===== src/rtl/bpa_pkg.sv =====
`default_nettype none
package bpa_pkg;

  localparam int PAGES     = 4096;
  localparam int MAX_ORDER = 8;
  localparam int AW        = $clog2(PAGES);
  localparam int LW        = AW + 1;
  localparam int OW        = 4;
  localparam int KW        = $clog2(MAX_ORDER + 1);
  localparam int ZW        = 5;
  localparam int BW        = AW - MAX_ORDER;

  localparam logic [LW-1:0] NIL = LW'(PAGES);

  localparam logic OP_ALLOC = 1'b0;
  localparam logic OP_FREE  = 1'b1;

  typedef enum logic [1:0] {
    ST_OK       = 2'd0,
    ST_NO_BLOCK = 2'd1,
    ST_BAD_ORD  = 2'd2,
    ST_OUTSIDE  = 2'd3
  } status_t;

  typedef struct packed {
    logic [OW-1:0] ord;
    logic          free;
    logic [LW-1:0] nxt;
    logic [LW-1:0] prv;
  } node_t;

  typedef struct packed {
    logic          re;
    logic [AW-1:0] raddr;
    logic          we;
    logic [AW-1:0] waddr;
    node_t         wdata;
  } mem_req_t;

  typedef struct packed {
    status_t       status;
    logic [AW-1:0] page;
    logic [OW-1:0] order;
  } result_t;

endpackage
`default_nettype wire


===== src/rtl/bpa_ctrl.sv =====
`default_nettype none
module bpa_ctrl (
  input  wire logic                  clk,
  input  wire logic                  rst,
  input  wire logic                  init_start,
  input  wire logic [bpa_pkg::ZW-1:0] zone,
  input  wire logic                  in_valid,
  output logic                       in_ready,
  input  wire logic                  in_op,
  input  wire logic [bpa_pkg::OW-1:0] in_order,
  input  wire logic [bpa_pkg::AW-1:0] in_page,
  output logic                       res_valid,
  input  wire logic                  res_ready,
  output bpa_pkg::result_t           res,
  output logic                       idle,
  output bpa_pkg::mem_req_t          mreq,
  input  wire bpa_pkg::node_t        rdata
);
  import bpa_pkg::*;

  typedef enum logic [20:0] {
    S_INIT   = 21'd1 << 0,
    S_IDLE   = 21'd1 << 1,
    S_A_RD   = 21'd1 << 2,
    S_A_WP   = 21'd1 << 3,
    S_UL_PR  = 21'd1 << 4,
    S_UL_PRW = 21'd1 << 5,
    S_UL_NX  = 21'd1 << 6,
    S_UL_NXW = 21'd1 << 7,
    S_UL_END = 21'd1 << 8,
    S_A_SPL  = 21'd1 << 9,
    S_PS_WR  = 21'd1 << 10,
    S_PS_TRD = 21'd1 << 11,
    S_PS_TWR = 21'd1 << 12,
    S_PS_END = 21'd1 << 13,
    S_F_RD   = 21'd1 << 14,
    S_F_CHK  = 21'd1 << 15,
    S_F_LOOP = 21'd1 << 16,
    S_F_BCHK = 21'd1 << 17,
    S_DONE   = 21'd1 << 18,
    S_SPARE0 = 21'd1 << 19,
    S_SPARE1 = 21'd1 << 20
  } state_t;

  state_t        state;
  logic [AW-1:0] cnt, x, p;
  logic [LW-1:0] pr, nx;
  logic [KW-1:0] k;
  logic [OW-1:0] req;
  logic          op_r;
  logic [LW-1:0] tail [MAX_ORDER+1];
  logic [MAX_ORDER:0] avail;

  logic [KW-1:0] found;
  logic          any;
  logic [BW-1:0] blk;
  logic          is_start, in_zone;
  node_t         init_word;
  logic [AW-1:0] bit_k, bit_km1;
  logic [KW-1:0] rd_k;

  always_comb begin
    found = '0;
    any   = 1'b0;
    for (int i = MAX_ORDER; i >= 0; i--) begin
      if (avail[i] && OW'(i) >= in_order) begin
        found = KW'(i);
        any   = 1'b1;
      end
    end
  end

  assign bit_k   = AW'(1) << k;
  assign bit_km1 = AW'(1) << (k - KW'(1));
  assign rd_k    = (rdata.ord > OW'(MAX_ORDER)) ? KW'(MAX_ORDER) : KW'(rdata.ord);

  // reset layout of one page
  always_comb begin
    blk       = cnt[AW-1:MAX_ORDER];
    is_start  = cnt[MAX_ORDER-1:0] == '0;
    in_zone   = ZW'(blk) < zone;
    init_word.ord  = is_start ? OW'(MAX_ORDER) : '0;
    init_word.free = is_start && in_zone;
    init_word.nxt  = (is_start && in_zone && (ZW'(blk) + ZW'(1) < zone))
                     ? {1'b0, BW'(blk + BW'(1)), {MAX_ORDER{1'b0}}} : NIL;
    init_word.prv  = (is_start && in_zone && blk != '0)
                     ? {1'b0, BW'(blk - BW'(1)), {MAX_ORDER{1'b0}}} : NIL;
  end

  always_comb begin
    mreq       = '0;
    mreq.raddr = x;
    mreq.waddr = x;
    unique case (state)
      S_INIT: begin
        mreq.we    = 1'b1;
        mreq.waddr = cnt;
        mreq.wdata = init_word;
      end
      S_A_RD: begin
        mreq.re    = 1'b1;
        mreq.raddr = tail[k][AW-1:0];
      end
      S_A_WP: begin
        mreq.we    = 1'b1;
        mreq.wdata = '{ord: req, free: 1'b0, nxt: NIL, prv: NIL};
      end
      S_UL_PR: begin
        mreq.re    = !pr[AW];
        mreq.raddr = pr[AW-1:0];
      end
      S_UL_PRW: begin
        mreq.we        = 1'b1;
        mreq.waddr     = pr[AW-1:0];
        mreq.wdata     = rdata;
        mreq.wdata.nxt = nx;
      end
      S_UL_NX: begin
        mreq.re    = !nx[AW];
        mreq.raddr = nx[AW-1:0];
      end
      S_UL_NXW: begin
        mreq.we        = 1'b1;
        mreq.waddr     = nx[AW-1:0];
        mreq.wdata     = rdata;
        mreq.wdata.prv = pr;
      end
      S_PS_WR: begin
        mreq.we    = 1'b1;
        mreq.wdata = '{ord: OW'(k), free: 1'b1, nxt: NIL, prv: tail[k]};
      end
      S_PS_TRD: begin
        mreq.re    = 1'b1;
        mreq.raddr = tail[k][AW-1:0];
      end
      S_PS_TWR: begin
        mreq.we        = 1'b1;
        mreq.waddr     = tail[k][AW-1:0];
        mreq.wdata     = rdata;
        mreq.wdata.nxt = {1'b0, x};
      end
      S_F_RD: begin
        mreq.re = 1'b1;
      end
      S_F_LOOP: begin
        mreq.re    = k < KW'(MAX_ORDER);
        mreq.raddr = p ^ bit_k;
      end
      S_F_BCHK: begin
        mreq.we    = (rdata.ord == OW'(k)) && rdata.free;
        mreq.wdata = '{ord: rdata.ord, free: 1'b0, nxt: NIL, prv: NIL};
      end
      default: ;
    endcase
  end

  assign in_ready  = (state == S_IDLE) && !init_start;
  assign idle      = (state == S_IDLE) || (state == S_INIT);
  assign res_valid = state == S_DONE;

  always_ff @(posedge clk) begin
    if (rst) begin
      state <= S_INIT;
      cnt   <= '0;
    end else begin
      unique case (state)
        S_INIT: begin
          cnt <= cnt + AW'(1);
          for (int i = 0; i <= MAX_ORDER; i++) begin
            tail[i]  <= NIL;
            avail[i] <= 1'b0;
          end
          tail[MAX_ORDER]  <= {1'b0, BW'(zone - ZW'(1)), {MAX_ORDER{1'b0}}};
          avail[MAX_ORDER] <= 1'b1;
          if (init_start) begin
            cnt <= '0;
          end else if (cnt == AW'(PAGES - 1)) begin
            state <= S_IDLE;
          end
        end
        S_IDLE: begin
          if (init_start) begin
            cnt   <= '0;
            state <= S_INIT;
          end else if (in_valid) begin
            op_r <= in_op;
            req  <= in_order;
            p    <= in_page;
            x    <= in_page;
            res  <= '0;
            if (in_op == OP_ALLOC) begin
              if (in_order > OW'(MAX_ORDER)) begin
                res.status <= ST_BAD_ORD;
                state      <= S_DONE;
              end else if (!any) begin
                res.status <= ST_NO_BLOCK;
                state      <= S_DONE;
              end else begin
                k     <= found;
                state <= S_A_RD;
              end
            end else begin
              if (ZW'(in_page[AW-1:MAX_ORDER]) >= zone) begin
                res.status <= ST_OUTSIDE;
                state      <= S_DONE;
              end else begin
                state <= S_F_RD;
              end
            end
          end
        end
        S_A_RD: begin
          x     <= tail[k][AW-1:0];
          state <= S_A_WP;
        end
        S_A_WP: begin
          pr    <= rdata.prv;
          nx    <= rdata.nxt;
          p     <= x;
          state <= S_UL_PR;
        end
        S_UL_PR:  state <= pr[AW] ? S_UL_NX : S_UL_PRW;
        S_UL_PRW: state <= S_UL_NX;
        S_UL_NX: begin
          if (nx[AW]) begin
            // node was the tail of its list
            tail[k]  <= pr;
            avail[k] <= !pr[AW];
            state    <= S_UL_END;
          end else begin
            state <= S_UL_NXW;
          end
        end
        S_UL_NXW: state <= S_UL_END;
        S_UL_END: begin
          if (op_r == OP_ALLOC) begin
            state <= S_A_SPL;
          end else begin
            p     <= p & x;
            k     <= k + KW'(1);
            state <= S_F_LOOP;
          end
        end
        S_A_SPL: begin
          if (OW'(k) > req) begin
            k     <= k - KW'(1);
            x     <= p ^ bit_km1;
            state <= S_PS_WR;
          end else begin
            res   <= '{status: ST_OK, page: p, order: req};
            state <= S_DONE;
          end
        end
        S_PS_WR: begin
          if (tail[k][AW]) begin
            tail[k]  <= {1'b0, x};
            avail[k] <= 1'b1;
            state    <= S_PS_END;
          end else begin
            state <= S_PS_TRD;
          end
        end
        S_PS_TRD: state <= S_PS_TWR;
        S_PS_TWR: begin
          tail[k]  <= {1'b0, x};
          avail[k] <= 1'b1;
          state    <= S_PS_END;
        end
        S_PS_END: begin
          if (op_r == OP_ALLOC) begin
            state <= S_A_SPL;
          end else begin
            res   <= '{status: ST_OK, page: p, order: OW'(k)};
            state <= S_DONE;
          end
        end
        S_F_RD: state <= S_F_CHK;
        S_F_CHK: begin
          if (rdata.free) begin
            res.status <= ST_NO_BLOCK;
            state      <= S_DONE;
          end else begin
            k     <= rd_k;
            state <= S_F_LOOP;
          end
        end
        S_F_LOOP: begin
          if (k < KW'(MAX_ORDER)) begin
            x     <= p ^ bit_k;
            state <= S_F_BCHK;
          end else begin
            x     <= p;
            state <= S_PS_WR;
          end
        end
        S_F_BCHK: begin
          if ((rdata.ord == OW'(k)) && rdata.free) begin
            pr    <= rdata.prv;
            nx    <= rdata.nxt;
            state <= S_UL_PR;
          end else begin
            x     <= p;
            state <= S_PS_WR;
          end
        end
        S_DONE: begin
          if (res_ready) begin
            state <= S_IDLE;
          end
        end
        default: state <= S_IDLE;
      endcase
    end
  end

  a_no_rw_overlap: assert property (@(posedge clk) disable iff (rst)
    !(mreq.re && mreq.we))
    else $error("memory read and write in the same cycle");

  a_pop_nonempty: assert property (@(posedge clk) disable iff (rst)
    state == S_A_RD |-> !tail[k][AW] && avail[k])
    else $error("pop from an empty list");

  a_done_release: assert property (@(posedge clk) disable iff (rst)
    res_valid && res_ready |=> state == S_IDLE)
    else $error("result taken but sequencer not idle");

  a_init_after_reset: assert property (@(posedge clk)
    $fell(rst) |-> state == S_INIT)
    else $error("no clearing pass after reset");

endmodule
`default_nettype wire


===== config.mk =====
export PLATFORM = sky130hd
export DESIGN_NAME = bpa_ctrl
export DESIGN_NICKNAME = d
export VERILOG_FILES = /design/src/rtl/bpa_pkg.sv /design/src/rtl/bpa_ctrl.sv
export SDC_FILE = /design/constraint.sdc
export NUM_CORES = 1
export LEC_CHECK = 0
export BUFFER_PORTS_ARGS = -buffer_cell sky130_fd_sc_hd__buf_2
export CELL_PAD_IN_SITES_DETAIL_PLACEMENT = 0
export CELL_PAD_IN_SITES_GLOBAL_PLACEMENT = 1
export CORE_ASPECT_RATIO = 0.6
export CORE_MARGIN = 1.5
export CORE_UTILIZATION = 53
export CTS_CLUSTER_DIAMETER = 30
export CTS_CLUSTER_SIZE = 10
export DETAILED_ROUTE_END_ITERATION = 6
export GPL_TIMING_DRIVEN = 0
export HOLD_SLACK_MARGIN = 0.03
export PLACE_DENSITY_LB_ADDON = 0.15
export SYNTH_ARGS = -nofsm -noshare
export SYNTH_HDL_FRONTEND = slang
export SYNTH_SLANG_ARGS = --single-unit
export TNS_END_PERCENT = 30

===== constraint.sdc =====
create_clock -name clk -period 6.8 [get_ports clk]
set_clock_uncertainty 0.1 [all_clocks]
set_input_delay 0.68 -clock clk [delete_from_list [all_inputs] [get_ports clk]]
set_output_delay 0.68 -clock clk [all_outputs]
set_load 0.02 [all_outputs]

# ---- After elaboration in Yosys (flattened, before gate mapping)
# Memories as Yosys holds them, arrays and structs flattened. A register that Yosys moved wholly into a read port is not among the register bits.
# Cells that the tools add are included.
dict set report word_totals {
  reg_bits 119
  elab_cells 242
  input_bits 58
  output_inout_bits 78
  ram_bits 117
  memories 1
}
# memory depth width rd rd_ports_with_merged_regs write_ports line
set memory_table {}
lappend memory_table {tail 9 13 1 1 9 bpa_ctrl.sv:51} ;# logic [LW-1:0] tail [MAX_ORDER+1];
dict set report classes {
  muxes 108
  reduce_logical 43
  magnitude_cmp 18
  add_sub_neg 7
  n_bitwise 9
  n_eq_ne 41
  shifts 2
}
# operator n
set op_table {}
lappend op_table {{case mux 21 bit (19 select lines)} 1}
lappend op_table {{case mux 31 bit (7 select lines)} 1}
lappend op_table {{2-to-1 mux 21 bit} 6}
lappend op_table {{2-to-1 mux 19 bit} 6}
lappend op_table {{2-to-1 mux 13 bit} 8}
lappend op_table {{2-to-1 mux 12 bit} 8}
lappend op_table {{case mux 12 bit (4 select lines)} 2}
lappend op_table {{2-to-1 mux 18 bit} 5}
lappend op_table {{2-to-1 mux 4 bit} 21}
lappend op_table {{case mux 12 bit (5 select lines)} 1}
lappend op_table {{case mux 13 bit (2 select lines)} 2}
lappend op_table {{case mux 16 bit (3 select lines)} 1}
lappend op_table {{case mux 12 bit (3 select lines)} 1}
lappend op_table {{case mux 9 bit (4 select lines)} 1}
lappend op_table {{!= test 2 bit (second input constant)} 17}
lappend op_table {{2-to-1 mux 9 bit} 3}
lappend op_table {{2-to-1 mux 1 bit} 26}
lappend op_table {{case mux 12 bit (2 select lines)} 1}
lappend op_table {{left shift 1 x 4 -> 12 bit (first input constant)} 2}
lappend op_table {{bitwise XOR 12 bit} 2}
lappend op_table {{== test 21 x 1 -> 1 bit (second input constant)} 1}
lappend op_table {{== test 21 x 10 -> 1 bit (second input constant)} 1}
lappend op_table {{== test 21 x 11 -> 1 bit (second input constant)} 1}
lappend op_table {{== test 21 x 12 -> 1 bit (second input constant)} 1}
lappend op_table {{other kinds (69)} 109}

# ---- Logic depth before layout (Yosys ltp)
# Gate-level depths: netlist of run 1.
dict set report depth {
  word_depth 18
  mapped_depth 11
  ltp_nobuf 9
}

# ---- Worst setup path after synthesis of run 1
# OpenSTA, ideal clock, no wires.
dict set report synth_timing {
  kind {register -> register}
  startpoint {reg state[12]}
  endpoint {reg nx[0], enable pin}
  stages_incl_launch_ff 8
  arrival_ps 3942
  setup_slack_ps 2311
  t_required_ps 6253
  period_less_slack_ps 4489
  n_path_buf 2
  cell_sequence {dfxtp_1 nor4_2 and4_1 and4b_1 clkbuf_1 buf_2 nor2_1 nor3b_1}
}
dict set report synth_via {
  elab_chain_len 3
  word_cells_on_any_way 5
  cone_classes {3 x eq/ne; 2 x reduce/logical}
}
# element line
set synth_lines {}
lappend synth_lines {{start: declaration} bpa_ctrl.sv:45} ;# state_t state;
lappend synth_lines {{start signal: assignment} bpa_ctrl.sv:222} ;# S_UL_PR: state <= pr[AW] ? S_UL_NX : S_UL_PRW;
lappend synth_lines {{== test 21 x 18 -> 1 bit or == test 21 x 4 -> 1 bit (tied branches)} bpa_ctrl.sv:166} ;# unique case (state)
lappend synth_lines {{!= test 2 bit (no source line) or nonzero test 2 bit (tied branches)} -}
lappend synth_lines {{AND reduction 3 bit (no source line) (*)} -}
lappend synth_lines {{end signal: assignment} bpa_ctrl.sv:218} ;# nx <= rdata.nxt;
lappend synth_lines {{end signal: assignment} bpa_ctrl.sv:299} ;# nx <= rdata.nxt;
lappend synth_lines {{end: declaration} bpa_ctrl.sv:47} ;# logic [LW-1:0] pr, nx;
# Mark *: on every way between the ends. The rest lies on a longest branch, timed or not.
# A chain may end at the register's enable or synchronous reset.

==> results of run 1 <==
## report_power, final
group / internal (W) / total (W) / switching [W]
registers: 0.00227 / 0.00230 / 0.0000259
logic: 0.000112 / 0.000380 / 0.000267
clock network: 0.00165 / 0.00262 / 0.000975
## flip-flops by register name, summed over array words and instances (netlist names), 4 cells and up, named ones only
| name | cells |
|---|---|
| res | 18 |
| avail | 9 |
| cnt | 12 |
| x | 12 |
| pr | 13 |
| nx | 13 |
| state | 19 |
| tail | 208 |
| p | 12 |
| k | 4 |
| req | 4 |
## cells in the mapped netlist (4+ instances only)
master,instances
dfxtp_1,35
a21oi_2,4
o21ai_0,54
clkbuf_1,41
a221o_1,8
a21oi_1,67
buf_2,29
or3_1,4
a222oi_1,13
nor4b_1,5
inv_1,61
a21o_1,20
nand2_1,111
or2_2,4
nor4_2,4
a31oi_1,21
xnor2_1,19
xor2_1,11
mux2_2,4
a22oi_2,8
nand4_1,15
buf_1,11
edfxtp_1,294
nor4_1,11
nor3_1,27
nand4b_1,6
a311oi_1,13
ha_1,31
nor2b_1,18
nand3b_1,4
and2_1,10
mux4_2,65
a22o_1,27
nor2_1,213
nand2b_1,13
nand3_1,19
a22oi_1,16
a221oi_1,20
## worst paths after layout
path	cells past startpoint	endpoint	slack [ns]
max	10	mreq[11]	1.37
min	1	pr[0]	0.19
max reg2reg	8	tail[8][11]	2.33
min reg2reg	2	cnt[1]	0.46
## cell usage in the layout, fill, tap and decap left out, types with 9 or more instances in the layout
cell type,count
a21o_1,20
a21oi_1,64
a221oi_1,20
a222oi_1,13
a22o_1,27
a22oi_1,16
a311oi_1,13
a31oi_1,21
and2_1,10
buf_1,11
buf_2,164
clkbuf_1,47
clkbuf_16,53
dfxtp_1,35
edfxtp_1,294
ha_1,31
inv_1,61
mux4_2,65
nand2_1,111
nand2b_1,13
nand3_1,19
nand4_1,15
nor2_1,211
nor2b_1,18
nor3_1,25
nor4_1,9
o21ai_0,54
xnor2_1,19
xor2_1,11
## per-layer routing
layer  vias up  track usage, %  share of wire (%)
met5         -               0                  0
met4         0            6.55                1.6
met3        90            18.3                 18
met2      1225            46.9                 38
met1      6760            58.4                 42
li1       5815               -                  -
## worst register-to-register path, cell delays in order (launching register included)
cell and delay [ns]:
dfxtp_1 0.35, nor4_2 0.57, nand3_1 0.37, nor2_2 0.58
a21oi_2 0.21, a2111oi_0 0.81, o21bai_2 0.24, buf_2 0.29
inv_1 0.57
## final cells by class
cell class / count / area, sq um / area share (%)
Sequential cell: 329 / 9530 / 47.6
Multi-Input combinational cell: 935 / 6840 / 34.2
Clock buffer: 59 / 1350 / 6.74
Timing Repair Buffer: 148 / 822 / 4.11
Tap cell: 416 / 520 / 2.60
Buffer: 84 / 363 / 1.81
Clock inverter: 27 / 359 / 1.79
Inverter: 61 / 229 / 1.14
## cell families (layout without fill, tap and decap cells)
family / Yosys count / count (layout)
fa+ha+maj: 31 / 31
buf+inv: 145 / 379
flops: 329 / 329
mux: 72 / 72
simple gates: 494 / 494
compound gates: 308 / 308
xor+xnor: 30 / 30
## metrics by stage
step	util [%]	setup slack [ns]	instances
6_report	64.0	1.37	2059
4_1_cts	64.0	1.62	2059
3_5_place_dp	58.5	2.25	1973
2_1_floorplan	-	2.31	1409
3_3_place_gp	57.8	0.246	1958
5_1_grt	64.0	1.32	2059
==> key figures, run 1 <==
Status
  • Status: complete, no violations

Placement
  • Final Wtd Congestion: 0.951
  • Post-DP HPWL: 46,100 um
  • Placed cell area: 18,300 sq um
  • Number of buffers added on ports: 133

Global routing
  • Vias in the first global route: 12,900
  • Global-route wire length before repair: 87,900 um
  • Grt ovf: 0
  • Largest net degree at the start of global routing: 17
  • Initial antenna violation count: 1
  • GRT Total Usage: 37.5%

Critical path
  • Worst path arrival time: 4.65 ns
  • Critical-path cell list: inv_1 > ha_1 > or4b_2 > nor4_1 > o21ai_0 > a31oi_1 > a21boi_0 > nand2_1 > o21ai_0 > buf_2
  • Worst Setup SP: cnt[0]
  • Setup Crit Path Kind: reg2out
  • Crit path capture type: output pin
  • CP peak stage delay: 1.05 ns
  • Crit path top cell by count: o21ai_0
  • Buffer and inverter count on the worst path: 2
  • Crit path max fanout: 5
  • Critical Path Source Type: register
  • WP data required: 6.02 ns
  • Delay-heaviest family, CP: simple AND/OR/NAND/NOR gates
  • Slowest CP cell: nor4_1
  • Worst r2r src: state[0]

Clock tree
  • Post-CTS Setup Bufs: 0
  • TritonCTS clock tree: done
  • Clock Sinks: 329
  • Root Buffer: clkbuf_16
  • Clock latency on the worst-skew pair: 0.59 ns
  • Total CTS buffers: 52
  • CTS max path bufs: 3
  • H-tree levels: 2
  • Resized cells post-CTS: 0
  • Clock transition at the registers of the reported paths: 0.06 ns
  • Hold_buf cts: 0

Route
  • DR iter-0 viols: 2,417
  • Final WL: 61,500 um
  • Drt drc: 0
  • Detail Route Antenna Nets: 0
  • WL/cell: 29.9 um
  • DR vias/cell: 6.75
  • Pre-antenna DRT Iters: 7
  • Via Count: 13,900

Synthesis
  • Synth Warn #: 0
  • Synth Instances: 1,409
  • Largest family of logic cells by synthesized area: simple AND/OR/NAND/NOR gates
  • Netlist Area Pre-Place: 16,900 sq um
  • Sequential share of the synthesized area: 56.4%
  • Post-synth top area share: 52.2%
  • Xor and xnor fraction of the mapped netlist area: 1.55%
  • Post-synth top area cell: edfxtp_1
  • Number of synthesized flops with an enable pin: 294
  • #FFs+latches synth: 329
  • Synthesized-area fraction occupied by adder cells: 2.29%
  • Post-synthesis simple-gate area fraction: 14.1%
  • Compound-Gate Fraction of Synth Area: 13.0%
  • Mux share of post-synthesis cell area: 9.11%
  • Ys async rst share: 0%
  • Post-Synthesis Net Count: 1,498
  • Dominant cells by area after synthesis: edfxtp_1, mux4_2, nor2_1
  • Top FF cell, synth: edfxtp_1
  • Avg Cell Area, Syn: 12.0 sq um
  • Yosys cell types: 79

STA
  • Final Hold Fails: 0
  • Max Fclk: 0.184 GHz
  • Final setup TNS: 0 ns
  • Slew headroom: 6.01%
  • Final setup viols: 0
  • Max Slew Vio Count: 0
  • Post-route minimum period: 5.43 ns
  • Unrepaired setup endpoints after global routing: no
  • Tightest Pin Transition: 1.40 ns
  • Fin crit share: 79.9%
  • Fin Hold WS: 0.194 ns

Finish
  • P&R area growth vs syn: 18.4%
  • N_diodes: 0
  • Final nets: 1,700
  • Layout cell share with drive strength beyond 1: 22.9%
  • Cell area after layout: 20,000 sq um
  • # fillers: 2,408

Die
  • Starting Density: 54.0%
  • Total core area: 31,300 sq um
  • Rows: 50
  • DIE HEIGHT: 141 um
  • Die ar.: 33,000 sq um
  • Top Ports: 136
  • Die X: 234 um

Pwr
  • Max VDD drop: 0.209 mV
  • P per Cell Area: 265 nW/um^2
  • Leakage: 7.41 nW
  • Total Power: 0.00530 W

Min path
  • Hold path startpoint: rdata[0]
  • Hold WC Path Type: in2reg

Flow run
  • Max-cap check violation count: 0
No activity file was read; power rests on OpenSTA's default activity.
==> inputs of run 2 (changes only) <==
--- a/config.mk
+++ b/config.mk
@@ -10,7 +10,7 @@
 export CELL_PAD_IN_SITES_GLOBAL_PLACEMENT = 1
 export CORE_ASPECT_RATIO = 0.6
 export CORE_MARGIN = 1.5
-export CORE_UTILIZATION = 53
+export CORE_UTILIZATION = 44
 export CTS_CLUSTER_DIAMETER = 30
 export CTS_CLUSTER_SIZE = 10
 export DETAILED_ROUTE_END_ITERATION = 6
==> constraint.sdc (replaced) <==
create_clock -name clk -period 4.9 [get_ports clk]
set_clock_uncertainty 0.1 [all_clocks]
set_input_delay 0.49 -clock clk [delete_from_list [all_inputs] [get_ports clk]]
set_output_delay 0.49 -clock clk [all_outputs]
set_load 0.02 [all_outputs]
==> run 2 against run 1 <==
- the flow now finishes with violations (negative setup slack)
- sequential share of layout area down 1.8 points
- final area up 4.0%
- worst setup slack worse by 1.4 ns
- routed wire length up 4.3%
- combinational power up 45%
- die area up 20%
- core utilization down 8.9 points
- register-to-register slack worse by 1.9 ns
- via count up 0.73%
- power up 52%
- cell count up 7.1%
==> key figures, run 2 (synthesis gave the netlist of run 1 again) <==
Critical path
  • Critical Path Source Type: register
  • Crit path max fanout: 10
  • CP peak stage delay: 0.73 ns
  • Worst path arrival time: 4.33 ns
  • Delay-heaviest family, CP: buffers and inverters
  • Setup Crit Path Kind: reg2out
  • Crit path capture type: output pin
  • WP data required: 4.31 ns
  • Slowest CP cell: clkbuf_1
  • Buffer and inverter count on the worst path: 4
  • Critical-path cell list: clkbuf_1 > clkbuf_1 > mux4_2 > mux4_2 > a222oi_1 > inv_1 > buf_2
  • R2r setup slk: 0.47 ns

Pwr
  • Max VDD drop: 0.281 mV
  • Net Switching: 0.00195 W
  • Sequential power share: 39.6%
  • Comb pwr share: 6.8%
  • Leakage: 7.72 nW
  • Clock network fraction of total power: 53.5%
  • Sw Share: 24.2%
  • P_int: 0.00611 W
  • P per Cell Area: 387 nW/um^2
  • Total Power: 0.00805 W

Die
  • DIE HEIGHT: 155 um
  • Top Ports: 136
  • Rows: 55
  • Total core area: 37,800 sq um
  • Die X: 256 um
  • Starting Density: 44.7%
  • Die ar.: 39,600 sq um

Clock tree
  • Clock transition at the registers of the reported paths: 0.05 ns
  • TritonCTS clock tree: done
  • Post-CTS Setup Bufs: 0
  • Clock latency on the worst-skew pair: 0.61 ns
  • Total CTS buffers: 60
  • Root Buffer: clkbuf_16
  • Clock Sinks: 329
  • H-tree levels: 2
  • CTS max path bufs: 3

Global routing
  • Grt ovf: 0
  • Largest net degree at the start of global routing: 17
  • GRT Total Usage: 32.0%
  • Global-route wire length before repair: 91,000 um
  • Grt peak-use layer: met1
  • Vias in the first global route: 13,000
  • GR Util met1: 51.1%
  • Initial antenna violation count: 1
  • Met3 usage: 13.1%
  • GR Util met2: 38.6%

Route
  • WL/cell: 29.1 um
  • Pre-antenna DRT Iters: 7
  • DR vias/cell: 6.34
  • DR iter-0 viols: 2,035
  • Detail Route Antenna Nets: 0
  • Drt drc: 0
  • Final WL: 64,100 um
  • Via Count: 14,000

Placement
  • Post-DP HPWL: 48,300 um
  • Final Wtd Congestion: 0.937
  • Placed cell area: 18,400 sq um
  • Dpl ws: 0.462 ns
  • Number of buffers added on ports: 133

Finish
  • Reg with most FFs: tail
  • Final nets: 1,735
  • Commonest non-fill, non-tap cell in the layout: edfxtp_1
  • Max reg flops: 208
  • Layout cell share with drive strength beyond 1: 23.9%
  • Cell area after layout: 20,800 sq um
  • N_diodes: 0
  • Leading cell types in the layout, fill and taps excluded: edfxtp_1, nor2_1, buf_2
  • P&R area growth vs syn: 23.1%
  • Top flop regs: tail: 208 flops, state: 19 flops, res: 18 flops

STA
  • Post-route minimum period: 4.92 ns
  • Slew headroom: 2.26%
  • Final Hold Fails: 0
  • Tightest Pin Transition: 1.45 ns
  • Max Slew Vio Count: 0
  • Final WS setup: -0.0227 ns
  • Max Fclk: 0.203 GHz
  • Unrepaired setup endpoints after global routing: yes
  • Fin crit share: 100%
  • Final setup viols: 1

Flow run
  • Max-cap check violation count: 0

Min path
  • Hold WC Path Type: in2reg

Status
  • Violated checks: negative setup slack
  • Status: finished, violations left
## run 2: stage by stage
stage | setup TNS, ns | util [%] | hold slack [ns] | cells
after CTS | 0 | 55.0 | 0.0334 | 2206
after global routing | -0.0943 | 55.1 | 0.0373 | 2206
after detailed placement | 0 | 48.8 | 0.404 | 2071
final | -0.0227 | 55.1 | 0.0590 | 2206
after global placement | -101.66 | 48.2 | 0.403 | 2055
after floorplan | 0 | - | 0.361 | 1409
## run 2: path summary, 6_finish.rpt
path / from / endpoint / cells past startpoint
worst max-delay path: register / mreq[7] / 7
worst min-delay path: in_op / op_r / 1
worst max register to register: state[0] / tail[6][9] / 9
worst min register to register: cnt[1] / cnt[1] / 2
## run 2: power groups by stage
stage                     combinational (W)  sequential (W)  clock (W)
after floorplan                    0.000289         0.00323          0
after global placement             0.000507         0.00324          0
after detailed placement           0.000512         0.00324          0
after CTS                          0.000532         0.00319    0.00432
after global routing               0.000573         0.00320    0.00444
final                              0.000550         0.00319    0.00431
## run 2: area by class of cell
class	count	area, sq um
flip-flops and latches	329	9530
fillers	3228	17000
repair buffers	175	1110
multi-input cells	935	6860
well taps	513	642
clock inverters	45	563
plain buffers	84	365
clock buffers	64	1520
inverters	61	229
## run 2: what timing repair did
action                     4_1_cts  5_1_grt
pin swaps                        0        1
hold endpoints to repair        26        0
hold buffers                    26        0
setup endpoints to repair        2       21
gates resized for setup          1        6
## run 2: metal layers
metal	vias to the layer above	wire length [um]
met5	-	0
met4	0	1400
met3	99	9880
met2	1017	23200
met1	6971	29600
li1	5904	-
